==> config.mk <==
export PLATFORM = sky130hd
export DESIGN_NAME = jlis_ram
export DESIGN_NICKNAME = d
export VERILOG_FILES = /design/src/rtl/jlis_ram.sv
export SDC_FILE = /design/constraint.sdc
export NUM_CORES = 2
export LEC_CHECK = 0
export BUFFER_PORTS_ARGS = -buffer_cell sky130_fd_sc_hd__buf_4
export CORE_MARGIN = 4
export CORE_UTILIZATION = 50
export DETAILED_ROUTE_END_ITERATION = 8
export GPL_TIMING_DRIVEN = 0
export HOLD_SLACK_MARGIN = 0.06
export PLACE_DENSITY = 0.73
export SETUP_SLACK_MARGIN = 0.15
export SLEW_MARGIN = 15
export SYNTH_ARGS = -nofsm -noshare
export SYNTH_HDL_FRONTEND = slang
export SYNTH_SLANG_ARGS = --single-unit
==> constraint.sdc <==
create_clock -name clock -period 3.75 [get_ports clock]
set_input_delay 0.75 -clock clock [delete_from_list [all_inputs] [get_ports clock]]
set_output_delay 0.75 -clock clock [all_outputs]
set_load 0.05 [all_outputs]
==> src/rtl/jlis_ram.sv <==
// ----------------------------------------------------------------------------
// jlis_ram
// Simple dual-port memory, one write and one registered read per cycle.
// ----------------------------------------------------------------------------
module jlis_ram #(
   parameter int DW = 32,
   parameter int AW = 6
) (
   input  logic          clock,
   input  logic          wr_en,
   input  logic [AW-1:0] wr_addr,
   input  logic [DW-1:0] wr_data,
   input  logic [AW-1:0] rd_addr,
   output logic [DW-1:0] rd_data
);

   logic [DW-1:0] mem_ff [(1 << AW)];
   logic [DW-1:0] rd_data_ff;

   // write port
   always_ff @(posedge clock) begin
      if (wr_en) begin
         mem_ff[wr_addr] <= wr_data;
      end
   end

   // registered read port
   always_ff @(posedge clock) begin
      rd_data_ff <= mem_ff[rd_addr];
   end

   assign rd_data = rd_data_ff;

endmodule

==> results.yml <==
sta:
  final.setup_skew_ns: 0.04249
  setup_slack_ns: -0.04639
  fmax_mhz: 263.4
  timing.final.crit_share_pct: 101.2
  slew_violations: 0
  setup_viol: 1
  whs_ns: 0.4781
  worstMarginPinSlew_ns: 1.356
  rsz0062_at_grt: "no"
  slew_headroom_pct: 9.577
  hold_viol_final: 0
  period_needed_ns: 3.796
status:
  status: "complete, but fails checks"
  failed_checks: "DRC, setup timing"
synth:
  synthAdderAreaFrac_pct: 0
  syn_area_per_cell_um2: 23.62
  synth_compound_area_share_pct: 1.673
  ys_ff_latch: 2080
  yosysUniqueCellTypes: 34
  syn_nets: 3370
  synth_top_family_by_area: "multiplexers"
  yosys_warnings: 0
  syn_area_um2: 78520
  synthSimpleGateAreaFrac_pct: 1.265
  yosysSeqAreaShare_pct: 79.14
  synthMuxAreaShare_pct: 16.79
  netlist_instances: 3324
  synth_xor_area_share_pct: 0
floorplan:
  coreArea_um2: 156200
  initial_core_util_pct: 50.26
  dieWidth_um: 404.3
  rows: 145
  die_h_um: 404.3
  dieArea_um2: 163400
  io_pins: 78
detailed_routing:
  drt_iter0_drc: 7274
  wl_per_cell_um: 39.92
  ant_nets: 0
  drc_errors: 2
  via_per_inst: 6.842
  dr.pass1.iters: 9
  vias: 40590
  drt-total-wl_um: 236800
pwr:
  ir_drop_mv: 0.5227
  powerDensity_nw_per_um2: 532.9
  leakage_nw: 28.39
setup_path:
  required_ns: 4.39
  cp_cell_sequence: "buf_2, buf_2, buf_2, buf_1, mux4_2, o22ai_1, nor2_1, a21oi_1, nor2_1"
  crit_path_max_incr_delay_ns: 0.76
  slowest_stage: "buf_1"
  crit_path_end_kind: "flip-flop"
  critical_path.most_common_cell: "buf_2"
  crit_type: "in -> reg"
  crit_path_max_fanout: 10
  worst_ep_arrival_time_ns: 4.44
  crit_family: "buffers and inverters"
  worst-path-buf-inv: 4
  r2r_setup_slack_ns: 1.16
  startpoint_type: "input pin"
placement:
  dp_hpwl_um: 150000
  dp_cells: 5562
  portBuffers: 69
  post_dp_cell_area_um2: 84540
  routabilityCongestion: 0.8819
clocking:
  cts_tree: "done"
  clk_transition_reported_paths_ns: 0.06
  clkLatencyLatePin_ns: 0.83
  cts_hold_buf: 0
  cts-htree-levels: 4
  clkSinkCount: 2080
  clockRootBuffer: "clkbuf_16"
  cts_inserted_buffers: 197
  clockBufferDepth: 3
layout:
  regArea_um2: 62140
  fin_area_um2: 91030
  drive_gt1_share_pct: 30.85
  multi_input_area_um2: 16010
  nFillCells: 10550
  nNetsFinal: 3752
  fin_cells: 5933
  area_delta_synth_final_pct: 15.94
  final_common_cell: "edfxtp_1"
  final_cell_mix: "edfxtp_1 (2048), mux4_2 (544), clkbuf_16 (198)"
grt:
  grt_max_degree: 65
  grt_pass1_vias: 39850
  grt.total_usage_pct: 29.17
  grt_pass1_wl_um: 323700
  antenna_found_initial: 10
  grt.overflow.total: 0
min_path:
  min-delay-path-class: "in -> reg"
run:
  max_cap_violations: 0
[per-layer routing]
layer	track usage, %	vias up	share of wire (%)
li1	-	15050	-
met1	39.16	21200	34
met2	43.67	3640	45
met3	9.894	701	15
met4	13.44	4	5.7
met5	0	-	0.011
[cells in the mapped netlist, drive strengths merged]
| library cell | instances | share of area [%] |
|---|---|---|
| edfxtp | 2048 | 78 |
| mux4 | 544 | 16 |
| nor2 | 137 | 0.65 |
| buf | 108 | 0.77 |
| mux2i | 93 | 1.2 |
| o22ai | 84 | 0.67 |
| clkbuf | 74 | 0.35 |
| a21oi | 62 | 0.40 |
| dfxtp | 32 | 0.82 |
| o221ai | 27 | 0.30 |
| nand2 | 26 | 0.12 |
| nor2b | 15 | 0.12 |
| a22oi | 12 | 0.11 |
| a311oi | 8 | 0.089 |
| nand2b | 8 | 0.064 |
| nor3 | 7 | 0.045 |
| nand3 | 5 | 0.032 |
| nand3b | 5 | 0.048 |
| or3b | 5 | 0.056 |
| a41o | 4 | 0.051 |
| and3 | 4 | 0.032 |
| o32ai | 4 | 0.045 |
| or2 | 3 | 0.024 |
| or3 | 3 | 0.024 |
| and2 | 2 | 0.016 |
| nand4 | 2 | 0.016 |
| a31oi | 1 | 0.0080 |
| nand4b | 1 | 0.011 |
[final timing paths]
check | from | endpoint | depth (start not counted)
max | rd_addr[1] | rd_data[25]$_DFF_P_ | 9
min | wr_data[20] | mem_ff[33][20]$_DFFE_PP_ | 1
max reg2reg | mem_ff[12][29]$_DFFE_PP_ | rd_data[29]$_DFF_P_ | 4
min reg2reg | mem_ff[12][8]$_DFFE_PP_ | rd_data[8]$_DFF_P_ | 4
[cell families after synthesis]
family / after synthesis
flip-flops: 2080
AND/OR/NAND/NOR: 223
AO/OA/AOI/OAI: 202
multiplexers: 637
buffers and inverters: 182
[area by class of cell]
type,instances,share of cell area (%)
timing repair buffer,183,3.274
clock inverter,119,1.271
antenna,5,0.01374
sequential,2080,68.26
buffer,182,1.034
clock buffer,244,5.732
multi-input combinational,1062,17.58
tap,2058,2.829
[power by group]
part	leakage [nW]	internal, W	switching (W)
clock network	3.11	0.0111	0.00875
registers	18.7	0.0257	0.0000535
logic	6.58	0.000925	0.00196
[flip-flops by register name (all words and copies together), names as in the netlist]
signal   cells
rd_data     32
mem_ff    2048
[metrics by stage]
stage,total power (W),util (%),setup slack [ns],setup TNS (ns)
floorplan,0.02771,-,0.3481,0
global route,0.04964,58.27,0.1557,0
detailed placement,0.02909,54.12,-1.076,-18.70
global placement,0.02895,52.25,-2.393,-3775.70
CTS,0.04851,58.24,0.1579,0
finish,0.04851,58.28,-0.04639,-0.04639
[timing repair]
item                       in CTS  in global routing
setup endpoints to repair      11                  8
pin swaps                       1                  0
setup buffers                   3                  0
gates resized for setup        15                 20
No activity file was read; power rests on OpenSTA's default activity.
