$ cat src/rtl/jlis_pkg.sv
// ----------------------------------------------------------------------------
// jlis_pkg
// Shared codes, constants and control types for the joined longest
// increasing subsequence block.
// ----------------------------------------------------------------------------
package jlis_pkg;

   // request codes
   localparam logic [1:0] REQ_APPEND_A = 2'd0;
   localparam logic [1:0] REQ_APPEND_B = 2'd1;
   localparam logic [1:0] REQ_SOLVE    = 2'd2;

   // element width and base score of a table entry
   localparam int ELEM_W    = 32;
   localparam int BEST_BASE = 2;

   // control from the sequencer to the shared compare unit
   typedef struct packed {
      logic load_top;    // latch the bound of the current entry
      logic ia_nz;       // something taken from sequence a
      logic jb_nz;       // something taken from sequence b
      logic scan_vld;    // scan data valid this cycle
      logic scan_src_b;  // scan data comes from sequence b
   } jlis_ctrl_type;

endpackage

$ cat src/rtl/jlis_best_unit.sv
// ----------------------------------------------------------------------------
// jlis_best_unit
// Shared signed comparator with the bound and best-score registers of the
// table entry under work.
// ----------------------------------------------------------------------------
module jlis_best_unit
   import jlis_pkg::*;
#(
   parameter int TW = 8
) (
   input  logic              clock,
   input  jlis_ctrl_type     ctrl,
   input  logic [ELEM_W-1:0] a_rd,
   input  logic [ELEM_W-1:0] b_rd,
   input  logic [TW-1:0]     tab_rd,
   output logic [TW-1:0]     best
);

   logic              bounded_ff, bounded_in;
   logic [ELEM_W-1:0] top_ff, top_in;
   logic [TW-1:0]     best_ff, best_in;
   logic [ELEM_W-1:0] cmp_x, cmp_y;
   logic              gt;
   logic [TW-1:0]     cand;

   // the one comparator: b against a for the bound, element against bound in scan
   always_comb begin
      if (ctrl.load_top) begin
         cmp_x = b_rd;
         cmp_y = a_rd;
      end else begin
         cmp_x = ctrl.scan_src_b ? b_rd : a_rd;
         cmp_y = top_ff;
      end
      gt   = $signed(cmp_x) > $signed(cmp_y);
      cand = tab_rd + TW'(1);
   end

   // bound and best update
   always_comb begin
      bounded_in = bounded_ff;
      top_in     = top_ff;
      best_in    = best_ff;
      if (ctrl.load_top) begin
         bounded_in = ctrl.ia_nz | ctrl.jb_nz;
         top_in     = (ctrl.jb_nz && (!ctrl.ia_nz || gt)) ? b_rd : a_rd;
         best_in    = TW'(BEST_BASE);
      end else if (ctrl.scan_vld) begin
         if ((!bounded_ff || gt) && (cand > best_ff)) begin
            best_in = cand;
         end
      end
   end

   always_ff @(posedge clock) begin
      bounded_ff <= bounded_in;
      top_ff     <= top_in;
      best_ff    <= best_in;
   end

   assign best = best_ff;

endmodule

$ cat config.mk
export PLATFORM = sky130hd
export DESIGN_NAME = jlis_best_unit
export DESIGN_NICKNAME = d
export VERILOG_FILES = /design/src/rtl/jlis_pkg.sv /design/src/rtl/jlis_best_unit.sv
export SDC_FILE = /design/constraint.sdc
export NUM_CORES = 1
export LEC_CHECK = 0
export BUFFER_PORTS_ARGS = -buffer_cell sky130_fd_sc_hd__buf_2
export CAP_MARGIN = 20
export CORE_ASPECT_RATIO = 2
export CORE_UTILIZATION = 55
export DETAILED_ROUTE_END_ITERATION = 10
export PLACE_DENSITY_LB_ADDON = 0.2
export SYNTH_ARGS = -nofsm -noshare
export SYNTH_HDL_FRONTEND = slang
export SYNTH_SLANG_ARGS = --single-unit
$ cat constraint.sdc
create_clock -name clock -period 4.3 [get_ports clock]
set_input_delay 0.215 -clock clock [delete_from_list [all_inputs] [get_ports clock]]
set_output_delay 0.215 -clock clock [all_outputs]
set_load 0.01 [all_outputs]
==> results of run 1 <==
-- power by group through the flow --
stage / clock (W) / combinational, W / sequential [W]
floorplan: 0 / 0.000343 / 0.000510
global placement: 0 / 0.000468 / 0.000509
detailed placement: 0 / 0.000481 / 0.000510
CTS: 0.000431 / 0.000483 / 0.000502
global route: 0.000441 / 0.000528 / 0.000506
finish: 0.000424 / 0.000477 / 0.000502
-- worst max-delay path by stage --
stage | slack [ns] | endpoint | cells past startpoint
finish | 0.79 | top_ff[0]$_DFFE_PP_ | 12
floorplan | 0.77 | top_ff[10]$_DFFE_PP_ | 11
CTS | 0.79 | top_ff[0]$_DFFE_PP_ | 12
detailed placement | 0.49 | top_ff[0]$_DFFE_PP_ | 13
global placement | 0.53 | top_ff[31]$_DFFE_PP_ | 12
global route | 0.66 | top_ff[0]$_DFFE_PP_ | 13
-- cell type report --
class / instances / area, sq um / share of cell area (%)
repair buffers: 89 / 483 / 11.1
clock inverters: 1 / 7.51 / 0.172
inverters: 9 / 33.8 / 0.773
multi-input cells: 248 / 2420 / 55.4
well taps: 86 / 108 / 2.46
flip-flops and latches: 41 / 1150 / 26.4
clock buffers: 7 / 164 / 3.75
-- placed cells by master (no fill, tap or decap), types with 2 or more instances in the layout --
cell type and count:
sky130_fd_sc_hd__a21o_1 2, sky130_fd_sc_hd__a21oi_1 15, sky130_fd_sc_hd__and3_1 2, sky130_fd_sc_hd__and4_2 2, sky130_fd_sc_hd__buf_12 2, sky130_fd_sc_hd__buf_2 84, sky130_fd_sc_hd__buf_4 3, sky130_fd_sc_hd__clkbuf_16 6
sky130_fd_sc_hd__dfxtp_1 8, sky130_fd_sc_hd__edfxtp_1 33, sky130_fd_sc_hd__ha_1 41, sky130_fd_sc_hd__inv_1 9, sky130_fd_sc_hd__mux2_2 34, sky130_fd_sc_hd__mux2_4 30, sky130_fd_sc_hd__mux2i_1 39, sky130_fd_sc_hd__nand2_1 13
sky130_fd_sc_hd__nand2b_1 14, sky130_fd_sc_hd__nand3_1 6, sky130_fd_sc_hd__nand4_1 7, sky130_fd_sc_hd__nor2_1 5, sky130_fd_sc_hd__nor2_4 2, sky130_fd_sc_hd__nor2b_1 2, sky130_fd_sc_hd__o211ai_1 2, sky130_fd_sc_hd__o21a_1 2
sky130_fd_sc_hd__o21ai_0 5, sky130_fd_sc_hd__xnor2_1 3, sky130_fd_sc_hd__xor2_1 3
-- cell usage after synthesis (2+ instances only) --
master / n
sky130_fd_sc_hd__mux2i_1: 39
sky130_fd_sc_hd__inv_1: 9
sky130_fd_sc_hd__a21oi_1: 15
sky130_fd_sc_hd__xor2_1: 3
sky130_fd_sc_hd__nand4_1: 7
sky130_fd_sc_hd__buf_6: 3
sky130_fd_sc_hd__o211ai_1: 2
sky130_fd_sc_hd__and4_2: 2
sky130_fd_sc_hd__nand2_1: 13
sky130_fd_sc_hd__xnor2_1: 3
sky130_fd_sc_hd__nor2b_1: 2
sky130_fd_sc_hd__and3_1: 2
sky130_fd_sc_hd__clkbuf_1: 5
sky130_fd_sc_hd__o21ai_0: 5
sky130_fd_sc_hd__mux2_4: 30
sky130_fd_sc_hd__mux2_2: 34
sky130_fd_sc_hd__nand2b_1: 14
sky130_fd_sc_hd__edfxtp_1: 33
sky130_fd_sc_hd__buf_1: 3
sky130_fd_sc_hd__nor2_1: 6
sky130_fd_sc_hd__nand3_1: 6
sky130_fd_sc_hd__o21a_1: 2
sky130_fd_sc_hd__dfxtp_1: 8
sky130_fd_sc_hd__ha_1: 41
sky130_fd_sc_hd__a21o_1: 2
-- layer usage --
| layer | wire [um] | share of wire (%) |
|---|---|---|
| met5 | 0 | 0 |
| met4 | 276 | 3.6 |
| met3 | 252 | 3.3 |
| met2 | 4260 | 55 |
| met1 | 2890 | 38 |
-- logic make-up (layout without fill, tap and decap cells) --
group | Yosys count | in the layout | share of synthesized area (%)
flip-flops | 41 | 41 | 31.4
XOR/XNOR | 6 | 6 | 1.44
multiplexers | 103 | 103 | 33.4
adder cells (fa/ha/maj) | 41 | 41 | 14.0
AO/OA/AOI/OAI | 36 | 36 | 6.87
buffers and inverters | 20 | 106 | 2.66
AND/OR/NAND/NOR | 62 | 62 | 10.2
-- state kept, by name, indices dropped and copies added, names as in the netlist --
| signal | flops |
|---|---|
| bounded_ff | 1 |
| best | 8 |
| top_ff | 32 |
-- worst max-delay path, stage by stage --
cell and delay (ns):
sky130_fd_sc_hd__buf_4 0.13, sky130_fd_sc_hd__nor2_4 0.26, sky130_fd_sc_hd__buf_12 0.23, sky130_fd_sc_hd__mux2_2 0.37, sky130_fd_sc_hd__ha_1 0.33, sky130_fd_sc_hd__a21oi_1 0.16
sky130_fd_sc_hd__nand2_1 0.07, sky130_fd_sc_hd__a221oi_1 0.35, sky130_fd_sc_hd__nand3_1 0.21, sky130_fd_sc_hd__o41ai_4 0.38, sky130_fd_sc_hd__buf_4 0.43, sky130_fd_sc_hd__mux2_2 0.38
-- metrics by stage --
| stage | instance area [sq um] | instances | hold WS (ns) | power (W) |
|---|---|---|---|---|
| floorplan | 3660 | 309 | 0.327 | 0.000854 |
| global placement | 4200 | 473 | 0.479 | 0.000977 |
| detailed placement | 4200 | 473 | 0.491 | 0.000991 |
| CTS | 4370 | 481 | 0.217 | 0.00142 |
| global route | 4370 | 481 | 0.224 | 0.00148 |
| finish | 4370 | 481 | 0.229 | 0.00140 |
==> impl_metrics.env, run 1 <==
export IMPL_post_route_cells_drive_above_1_share_pct=43.8
export IMPL_cts_tree="yes"
export IMPL_port_buffer_count=85
export IMPL_track_usage_pct=23.5
export IMPL_post_cts_repair_setup_buffers=0
export IMPL_detailroute_via_count=2786
export IMPL_synth_top_cells_by_area="sky130_fd_sc_hd__edfxtp_1 27%, sky130_fd_sc_hd__ha_1 14%, sky130_fd_sc_hd__mux2_4 12%"
export IMPL_fmax_mhz=285
export IMPL_half_perimeter_wire_length_after_detailed_placement_um=5970
export IMPL_maxSlewHeadroom_pct=37.8
export IMPL_worstPathRequired_ns=4.33
export IMPL_synth_cells=309
export IMPL_r2r_end="top_ff[0]$_DFFE_PP_"
export IMPL_r2r_worst_path_cells=9
export IMPL_synth_seq_cells=41
export IMPL_floorplan_rows=41
export IMPL_critPathMaxFanout=24
export IMPL_grt_use_met2_pct=43.1
export IMPL_ys_seq_area_share_pct=31.4
export IMPL_worstHoldPathType="input pin to register"
export IMPL_postLayoutSetupSlackWorst_ns=0.793
export IMPL_max_cap_violations=0
export IMPL_slew_viol_final=0
export IMPL_core_area_sq_um=6360
export IMPL_crit_path_start_kind="input pin"
export IMPL_leakage_power_nw=2.01
export IMPL_clock_tree_root_cell="sky130_fd_sc_hd__clkbuf_16"
export IMPL_met1_usage_pct=24.8
export IMPL_routed_via_density=5.79
export IMPL_die_height_um=117
export IMPL_max_slew_worst_pin_slew_ns=0.921
export IMPL_worst_setup_hold_path_clk_slew_ns=0.07
export IMPL_dieArea_sq_um=7010
export IMPL_place_gp_congestion=0.887
export IMPL_global_route_peak_usage_layer="met2"
export IMPL_grt_overflow=0
export IMPL_cts_root_to_sink_buffers=2
export IMPL_synthesis_nets=428
export IMPL_total_negative_slack_for_setup_checks_ns=0
export IMPL_ys_async_sr_fraction_pct=0
export IMPL_synth_main_ff_cell="sky130_fd_sc_hd__edfxtp_1"
export IMPL_power_frac_comb_pct=34.0
export IMPL_reg2reg_from="top_ff[19]$_DFFE_PP_"
export IMPL_synth_largest_area_cell="sky130_fd_sc_hd__edfxtp_1"
export IMPL_area_delta_synth_final_pct=19.3
export IMPL_r2r_slack_ns=1.21
export IMPL_hold_path_cell_count=2
export IMPL_fillCellCount=527
export IMPL_num_antenna_cells=0
export IMPL_global_route_wire_length_before_repair_um=12600
export IMPL_route_detailed_wl_per_inst_um=16.0
export IMPL_nets=513
export IMPL_fin_crit_sh_pct=81.6
export IMPL_htree_num_levels=2
export IMPL_crit_path_end_kind="register"
export IMPL_grt_start_max_net_pins=81
export IMPL_setup_violations=0
export IMPL_cts_num_sinks=41
export IMPL_dr_pass1_iters=4
export IMPL_yosys_warnings=0
export IMPL_count_of_flip_flops_with_a_built_in_enable_after_synthesis=33
export IMPL_floorplan_die_width_um=59.7
export IMPL_routed_wl_um=7680
export IMPL_internal_power_w=0.00100
export IMPL_postRouteAntennaNets=0
export IMPL_first_global_vias=2876
export IMPL_clock_insertion_delay_worst_skew_ns=0.29
export IMPL_rsz0062_at_grt="no"
export IMPL_max_vdd_ir_drop_uv=228
export IMPL_worstPathArrival_ns=3.54
export IMPL_post_route_util_pct=68.7
export IMPL_hold_path_endpoint="bounded_ff$_DFFE_PP_"
export IMPL_powerDensity_nw_per_um2=321
export IMPL_switchingPower_w=0.000403
export IMPL_grt_util_met3_pct=2.76
export IMPL_mappedNetlistArea_sq_um=3660
export IMPL_clock_power_share_pct=30.2
export IMPL_netlist_cell_type_count=45
export IMPL_worst_hold_startpoint="ctrl[2]"
export IMPL_period_needed_ns=3.51
export IMPL_dp_worst_setup_slack_ns=0.494
export IMPL_timing_setup_critical_path_class="input pin to register"
export IMPL_synthesis_area_per_instance_sq_um=11.9
export IMPL_final_hold_viol_count=0
export IMPL_finalClockSkew_ns=0.00870
export IMPL_run_status="finished, final reports clean"
export IMPL_number_of_antenna_violations_at_the_first_check_in_global_routing=0
export IMPL_remaining_drc_errors=0
export IMPL_cts_hold_fix_buffers=0
export IMPL_initial_utilization_pct=57.6
export IMPL_cts_made_buffers=5
export IMPL_switching_share_pct=28.7
export IMPL_number_of_drc_markers_in_iteration_0=50
export IMPL_post_cts_resized=0
export IMPL_power_sequential_fraction_pct=35.8
export IMPL_launching_element_of_the_worst_setup_path="ctrl[4]"
export IMPL_ios=86
export IMPL_yosysTopAreaCellShare_pct=27.1
Power figures use the tool's default switching activity.
==> run 2, diff against run 1 <==
--- a/config.mk
+++ b/config.mk
@@ -8,7 +8,7 @@
 export BUFFER_PORTS_ARGS = -buffer_cell sky130_fd_sc_hd__buf_2
 export CAP_MARGIN = 20
 export CORE_ASPECT_RATIO = 2
-export CORE_UTILIZATION = 55
+export CORE_UTILIZATION = 50
 export DETAILED_ROUTE_END_ITERATION = 10
 export PLACE_DENSITY_LB_ADDON = 0.2
 export SYNTH_ARGS = -nofsm -noshare
==> constraint.sdc (replaced) <==
create_clock -name clock -period 3 [get_ports clock]
set_input_delay 0.15 -clock clock [delete_from_list [all_inputs] [get_ports clock]]
set_output_delay 0.15 -clock clock [all_outputs]
set_load 0.01 [all_outputs]
==> run 2 against run 1 <==
Effect of this change: the run now ends with setup timing left; clock skew grew 0.00058 ns; first-iteration DRC count grew 44%; register-to-register slack lost 1.2 ns; sequential power grew 43%; clock power grew 28%; final area grew 7.4%; clock-buffer cell count shrank 2; wire length grew 9.1%; global-route usage shrank 0.48 points; cell count grew 5.2%; critical endpoint is now top_ff[31]$_DFFE_PP_.
==> impl_metrics.env, run 2 (synthesis results as in run 1) <==
export IMPL_clock_insertion_delay_worst_skew_ns=0.29
export IMPL_timing_setup_critical_path_class="input pin to register"
export IMPL_worstHoldPathType="input pin to register"
export IMPL_port_buffer_count=85
export IMPL_core_area_sq_um=6990
export IMPL_violations_in_the_final_reports="setup timing"
export IMPL_number_of_drc_markers_in_iteration_0=72
export IMPL_place_detailed_instances=498
export IMPL_half_perimeter_wire_length_after_detailed_placement_um=6630
export IMPL_floorplan_rows=43
export IMPL_fmax_mhz=321
export IMPL_finalClockSkew_ns=0.00928
export IMPL_floorplan_die_width_um=62.5
export IMPL_dr_pass1_iters=4
export IMPL_crit_path_start_kind="input pin"
export IMPL_maxSlewHeadroom_pct=56.9
export IMPL_cts_made_buffers=5
export IMPL_r2r_end="top_ff[31]$_DFFE_PP_"
export IMPL_worstSetupEndpoint="top_ff[31]$_DFFE_PP_"
export IMPL_die_height_um=123
export IMPL_slew_viol_final=0
export IMPL_dp_worst_setup_slack_ns=-0.448
export IMPL_detailroute_via_count=2847
export IMPL_num_antenna_cells=0
export IMPL_layoutNonFillerInstCount=506
export IMPL_worst_setup_hold_path_clk_slew_ns=0.07
export IMPL_setup_violations=32
export IMPL_postLayoutSetupSlackWorst_ns=-0.111
export IMPL_track_usage_pct=23.0
export IMPL_worstPathRequired_ns=3.04
export IMPL_layout_cells_most_common_list="84 x sky130_fd_sc_hd__buf_2, 39 x sky130_fd_sc_hd__mux2i_1, 38 x sky130_fd_sc_hd__mux2_4"
export IMPL_clock_tree_root_cell="sky130_fd_sc_hd__clkbuf_16"
export IMPL_dieArea_sq_um=7690
export IMPL_launching_element_of_the_worst_setup_path="ctrl[4]"
export IMPL_nets=534
export IMPL_first_global_vias=3005
export IMPL_cts_hold_fix_buffers=0
export IMPL_rsz0062_at_grt="yes"
export IMPL_stdcell_area_sq_um=4690
export IMPL_routed_via_density=5.63
export IMPL_htree_num_levels=2
export IMPL_max_slew_worst_pin_slew_ns=0.638
export IMPL_hold_slack_ns=0.157
export IMPL_leakage_power_nw=2.14
export IMPL_number_of_antenna_violations_at_the_first_check_in_global_routing=0
export IMPL_dpl_instance_area_sq_um=4490
export IMPL_max_cap_violations=0
export IMPL_period_needed_ns=3.11
export IMPL_routed_wl_um=8370
export IMPL_worstPathArrival_ns=3.15
export IMPL_place_gp_congestion=0.898
export IMPL_largest_register_ffs=32
export IMPL_post_route_util_pct=67.1
export IMPL_grt_overflow=0
export IMPL_reg2reg_from="top_ff[29]$_DFFE_PP_"
export IMPL_post_cts_repair_setup_buffers=0
export IMPL_crit_path_end_kind="register"
export IMPL_cts_root_to_sink_buffers=2
export IMPL_largest_register="top_ff"
export IMPL_max_vdd_ir_drop_uv=338
export IMPL_grt_start_max_net_pins=44
export IMPL_r2r_slack_ns=0.02
export IMPL_cts_tree="yes"
export IMPL_global_route_wire_length_before_repair_um=13600
export IMPL_area_delta_synth_final_pct=28.1
export IMPL_final_common_cell="sky130_fd_sc_hd__buf_2"
export IMPL_postRouteAntennaNets=0
export IMPL_critPathMaxFanout=20
export IMPL_powerDensity_nw_per_um2=439
export IMPL_ios=86
export IMPL_fin_crit_sh_pct=104
export IMPL_run_status="finished with violations"
export IMPL_r2r_worst_path_cells=9
export IMPL_remaining_drc_errors=0
export IMPL_post_route_cells_drive_above_1_share_pct=48.8
export IMPL_initial_utilization_pct=52.4
export IMPL_final_hold_viol_count=0
export IMPL_cts_num_sinks=41
export IMPL_route_detailed_wl_per_inst_um=16.5
==> run 2: area by class of cell <==
class	count	area, sq um
fill	559	2300
timing repair buffer	110	689
sequential	41	1150
multi-input combinational	248	2560
tap	90	113
inverter	9	33.8
clock inverter	3	17.5
clock buffer	5	125
==> run 2: worst min-delay path by stage <==
| stage | start | endpoint | slack, ns | cells past startpoint |
|---|---|---|---|---|
| 2_1_floorplan | ctrl[4] | bounded_ff$_DFFE_PP_ | 0.26 | 0 |
| 3_3_place_gp | ctrl[3] | bounded_ff$_DFFE_PP_ | 0.44 | 2 |
| 3_5_place_dp | ctrl[3] | bounded_ff$_DFFE_PP_ | 0.45 | 2 |
| 4_1_cts | ctrl[3] | bounded_ff$_DFFE_PP_ | 0.15 | 2 |
| 5_1_grt | ctrl[3] | bounded_ff$_DFFE_PP_ | 0.17 | 2 |
| 6_report | ctrl[3] | bounded_ff$_DFFE_PP_ | 0.16 | 2 |
==> run 2: repair_timing <==
| action | CTS | global route |
|---|---|---|
| endpoints found under the setup margin | 32 | 40 |
| pin swaps | 0 | 1 |
| gates resized for setup | 9 | 0 |
| endpoints found under the hold margin | 0 | 0 |
==> run 2: critical path, stage by stage <==
cell and delay (ns):
sky130_fd_sc_hd__buf_4 0.12, sky130_fd_sc_hd__nor2_4 0.16, sky130_fd_sc_hd__buf_12 0.20, sky130_fd_sc_hd__mux2_2 0.38, sky130_fd_sc_hd__ha_4 0.25, sky130_fd_sc_hd__nand4_1 0.17
sky130_fd_sc_hd__nor2_1 0.09, sky130_fd_sc_hd__a221oi_1 0.33, sky130_fd_sc_hd__nand3_1 0.21, sky130_fd_sc_hd__o41ai_4 0.48, sky130_fd_sc_hd__buf_6 0.25, sky130_fd_sc_hd__mux2_2 0.34
==> run 2: metrics by stage <==
step / TNS (ns) / power (W)
finish: -3.11 / 0.00206
global route: -6.52 / 0.00217
CTS: -2.37 / 0.00208
detailed placement: -15.55 / 0.00151
global placement: -13.91 / 0.00149
floorplan: -5.17 / 0.00125
==> run 2: where the power goes <==
group	internal, W	switching (W)
clock	0.000306	0.000236
sequential	0.000694	0.0000258
combinational	0.000438	0.000361
total	0.00144	0.000623
==> run 2: metal layers <==
| layer | routed length, um | global-route usage (%) | up-vias | part of all wire (%) |
|---|---|---|---|---|
| met1 | 3030 | 22.6 | 1367 | 36 |
| met2 | 4870 | 45.7 | 70 | 58 |
| met4 | 218 | 10.9 | 0 | 2.6 |
| met3 | 254 | 3.60 | 15 | 3.0 |
| li1 | - | - | 1395 | - |
| met5 | 0 | 0 | - | 0 |
==> run 3, diff against run 2 <==
--- a/config.mk
+++ b/config.mk
@@ -11,6 +11,7 @@
 export CORE_UTILIZATION = 50
 export DETAILED_ROUTE_END_ITERATION = 10
 export PLACE_DENSITY_LB_ADDON = 0.2
+export SETUP_SLACK_MARGIN = 0.15
 export SYNTH_ARGS = -nofsm -noshare
 export SYNTH_HDL_FRONTEND = slang
 export SYNTH_SLANG_ARGS = --single-unit
==> run 3 against run 2 <==
Effect of this change: the flow still finishes with violations (setup timing); hold slack better by 0.0046 ns; worst setup slack hardly changed; clock power hardly changed; wire length is 5.0% higher; fmax hardly changed; core utilization is 2.1 points higher; global-route usage is 0.059 points higher; final area is 3.1% higher; flip-flop and latch count stayed put; combinational power is 5.1% higher; largest power group unchanged; highest routed layer unchanged.
==> impl_metrics.env, run 3 (synthesis results as in run 1) <==
export IMPL_worstPathArrival_ns=3.15
export IMPL_floorplan_die_width_um=62.5
export IMPL_postLayoutSetupSlackWorst_ns=-0.110
export IMPL_area_delta_synth_final_pct=32.1
export IMPL_cts_tree="yes"
export IMPL_postRouteAntennaNets=0
export IMPL_routed_via_density=5.65
export IMPL_setup_violations=32
export IMPL_cts_root_to_sink_buffers=2
export IMPL_timing_setup_critical_path_class="input pin to register"
export IMPL_grt_start_max_net_pins=44
export IMPL_core_area_sq_um=6990
export IMPL_power_sequential_fraction_pct=34.3
export IMPL_worstHoldPathType="input pin to register"
export IMPL_nets=540
export IMPL_cts_hold_fix_buffers=0
export IMPL_dieArea_sq_um=7690
export IMPL_num_antenna_cells=0
export IMPL_crit_path_end_kind="register"
export IMPL_worstPathCellList="buf_6 -> nor2_4 -> buf_12 -> buf_4 -> mux2_4 -> ha_4 -> nand4_1 -> nor2_1 -> nand3b_1 -> and3_1 -> o32a_2 -> o41ai_4 -> buf_6 -> mux2_2"
export IMPL_slew_viol_final=0
export IMPL_cts_made_buffers=5
export IMPL_critical_path_max_stage_delay_ns=0.41
export IMPL_stdcell_area_sq_um=4840
export IMPL_floorplan_rows=43
export IMPL_period_needed_ns=3.11
export IMPL_clock_tree_root_cell="sky130_fd_sc_hd__clkbuf_16"
export IMPL_critPathMaxFanout=10
export IMPL_clock_power_share_pct=25.8
export IMPL_crit_path_start_kind="input pin"
export IMPL_finalClockSkew_ns=0.00903
export IMPL_worst_setup_hold_path_clk_slew_ns=0.07
export IMPL_clock_insertion_delay_worst_skew_ns=0.29
export IMPL_power_frac_comb_pct=39.9
export IMPL_violations_in_the_final_reports="setup timing"
export IMPL_run_status="finished with violations"
export IMPL_crit_top_cell="sky130_fd_sc_hd__buf_6"
export IMPL_die_height_um=123
export IMPL_max_slew_worst_pin_slew_ns=0.381
export IMPL_remaining_drc_errors=0
export IMPL_port_buffer_count=85
export IMPL_number_of_antenna_violations_at_the_first_check_in_global_routing=0
export IMPL_leakage_power_nw=2.21
export IMPL_dpl_instance_area_sq_um=4490
export IMPL_crit_path_top_delay_cell="sky130_fd_sc_hd__o32a_2"
export IMPL_place_gp_congestion=0.898
export IMPL_design_power_total_w=0.00210
export IMPL_grt_overflow=0
export IMPL_final_common_cell="sky130_fd_sc_hd__buf_2"
export IMPL_rsz0062_at_grt="yes"
export IMPL_fillCellCount=541
export IMPL_htree_num_levels=2
export IMPL_global_route_wire_length_before_repair_um=13700
export IMPL_max_cap_violations=0
export IMPL_layout_cells_most_common_list="83 x sky130_fd_sc_hd__buf_2, 39 x sky130_fd_sc_hd__mux2_4, 38 x sky130_fd_sc_hd__mux2i_1"
export IMPL_switching_share_pct=30.6
export IMPL_internal_power_w=0.00146
export IMPL_route_detailed_wl_per_inst_um=17.2
export IMPL_routed_wl_um=8790
export IMPL_first_global_vias=3002
export IMPL_max_vdd_ir_drop_uv=376
export IMPL_worstPathRequired_ns=3.04
export IMPL_initial_utilization_pct=52.4
export IMPL_layoutNonFillerInstCount=512
export IMPL_place_detailed_instances=498
export IMPL_largest_register_ffs=32
export IMPL_dp_worst_setup_slack_ns=-0.448
export IMPL_half_perimeter_wire_length_after_detailed_placement_um=6630
export IMPL_final_hold_viol_count=0
export IMPL_powerDensity_nw_per_um2=435
export IMPL_ios=86
export IMPL_detailroute_via_count=2894
export IMPL_fin_crit_sh_pct=104
export IMPL_fmax_mhz=321
export IMPL_multi_input_area_sq_um=2620
export IMPL_regArea_sq_um=1150
export IMPL_number_of_drc_markers_in_iteration_0=82
export IMPL_switchingPower_w=0.000644
export IMPL_cts_num_sinks=41
export IMPL_post_route_cells_drive_above_1_share_pct=50.9
export IMPL_dr_pass1_iters=4
export IMPL_largest_register="top_ff"
export IMPL_track_usage_pct=23.0
export IMPL_maxSlewHeadroom_pct=74.4
[run 3: power groups by stage]
| stage | combinational [W] | sequential [W] | clock, W |
|---|---|---|---|
| 2_1_floorplan | 0.000518 | 0.000732 | 0 |
| 3_3_place_gp | 0.000756 | 0.000730 | 0 |
| 3_5_place_dp | 0.000779 | 0.000730 | 0 |
| 4_1_cts | 0.000810 | 0.000721 | 0.000557 |
| 5_1_grt | 0.000917 | 0.000728 | 0.000569 |
| 6_report | 0.000840 | 0.000721 | 0.000543 |
[run 3: metal layers]
layer / share of wire, % / track usage [%] / up-vias
li1: - / - / 1408
met1: 35 / 22.8 / 1394
met2: 58 / 45.6 / 75
met3: 3.4 / 3.60 / 17
met4: 3.1 / 10.9 / 0
met5: 0 / 0 / -
[run 3: final timing paths]
check | from | end | slack (ns) | cells past startpoint
max reg2reg | top_ff[29]$_DFFE_PP_ | top_ff[0]$_DFFE_PP_ | 0.03 | 9
max | ctrl[4] | top_ff[0]$_DFFE_PP_ | -0.11 | 14
min reg2reg | best[4]$_SDFFE_PP0P_ | best[4]$_SDFFE_PP0P_ | 0.49 | 2
min | ctrl[3] | bounded_ff$_DFFE_PP_ | 0.16 | 2
[run 3: per-stage QoR]
stage	hold slack, ns	setup TNS, ns	util [%]
2_1_floorplan	0.262	-5.17	-
3_3_place_gp	0.444	-13.91	64.2
3_5_place_dp	0.449	-15.55	64.2
4_1_cts	0.146	-2.36	67.2
5_1_grt	0.164	-6.47	69.2
6_report	0.161	-2.64	69.2
[run 3: cell type report]
type | count | share of cell area [%]
well taps | 90 | 2.33
multi-input cells | 248 | 54.1
repair buffers | 116 | 16.2
flip-flops and latches | 41 | 23.8
inverters | 9 | 0.698
clock inverters | 3 | 0.362
clock buffers | 5 | 2.59
[run 3: worst max-delay path, delay by kind of cell]
| family | cells | cell delay (ns) |
|---|---|---|
| mux | 2 | 0.64 |
| fa+ha+maj | 1 | 0.27 |
| simple gates | 5 | 0.97 |
| compound gates | 2 | 0.49 |
| buf+inv | 4 | 0.60 |
[run 3: timing repair]
item / in CTS / in global routing
gates resized for setup: 11 / 16
hold endpoints to repair: 0 / 0
pin swaps: 0 / 5
setup buffers: 0 / 5
gates cloned: 0 / 1
setup endpoints to repair: 40 / 40
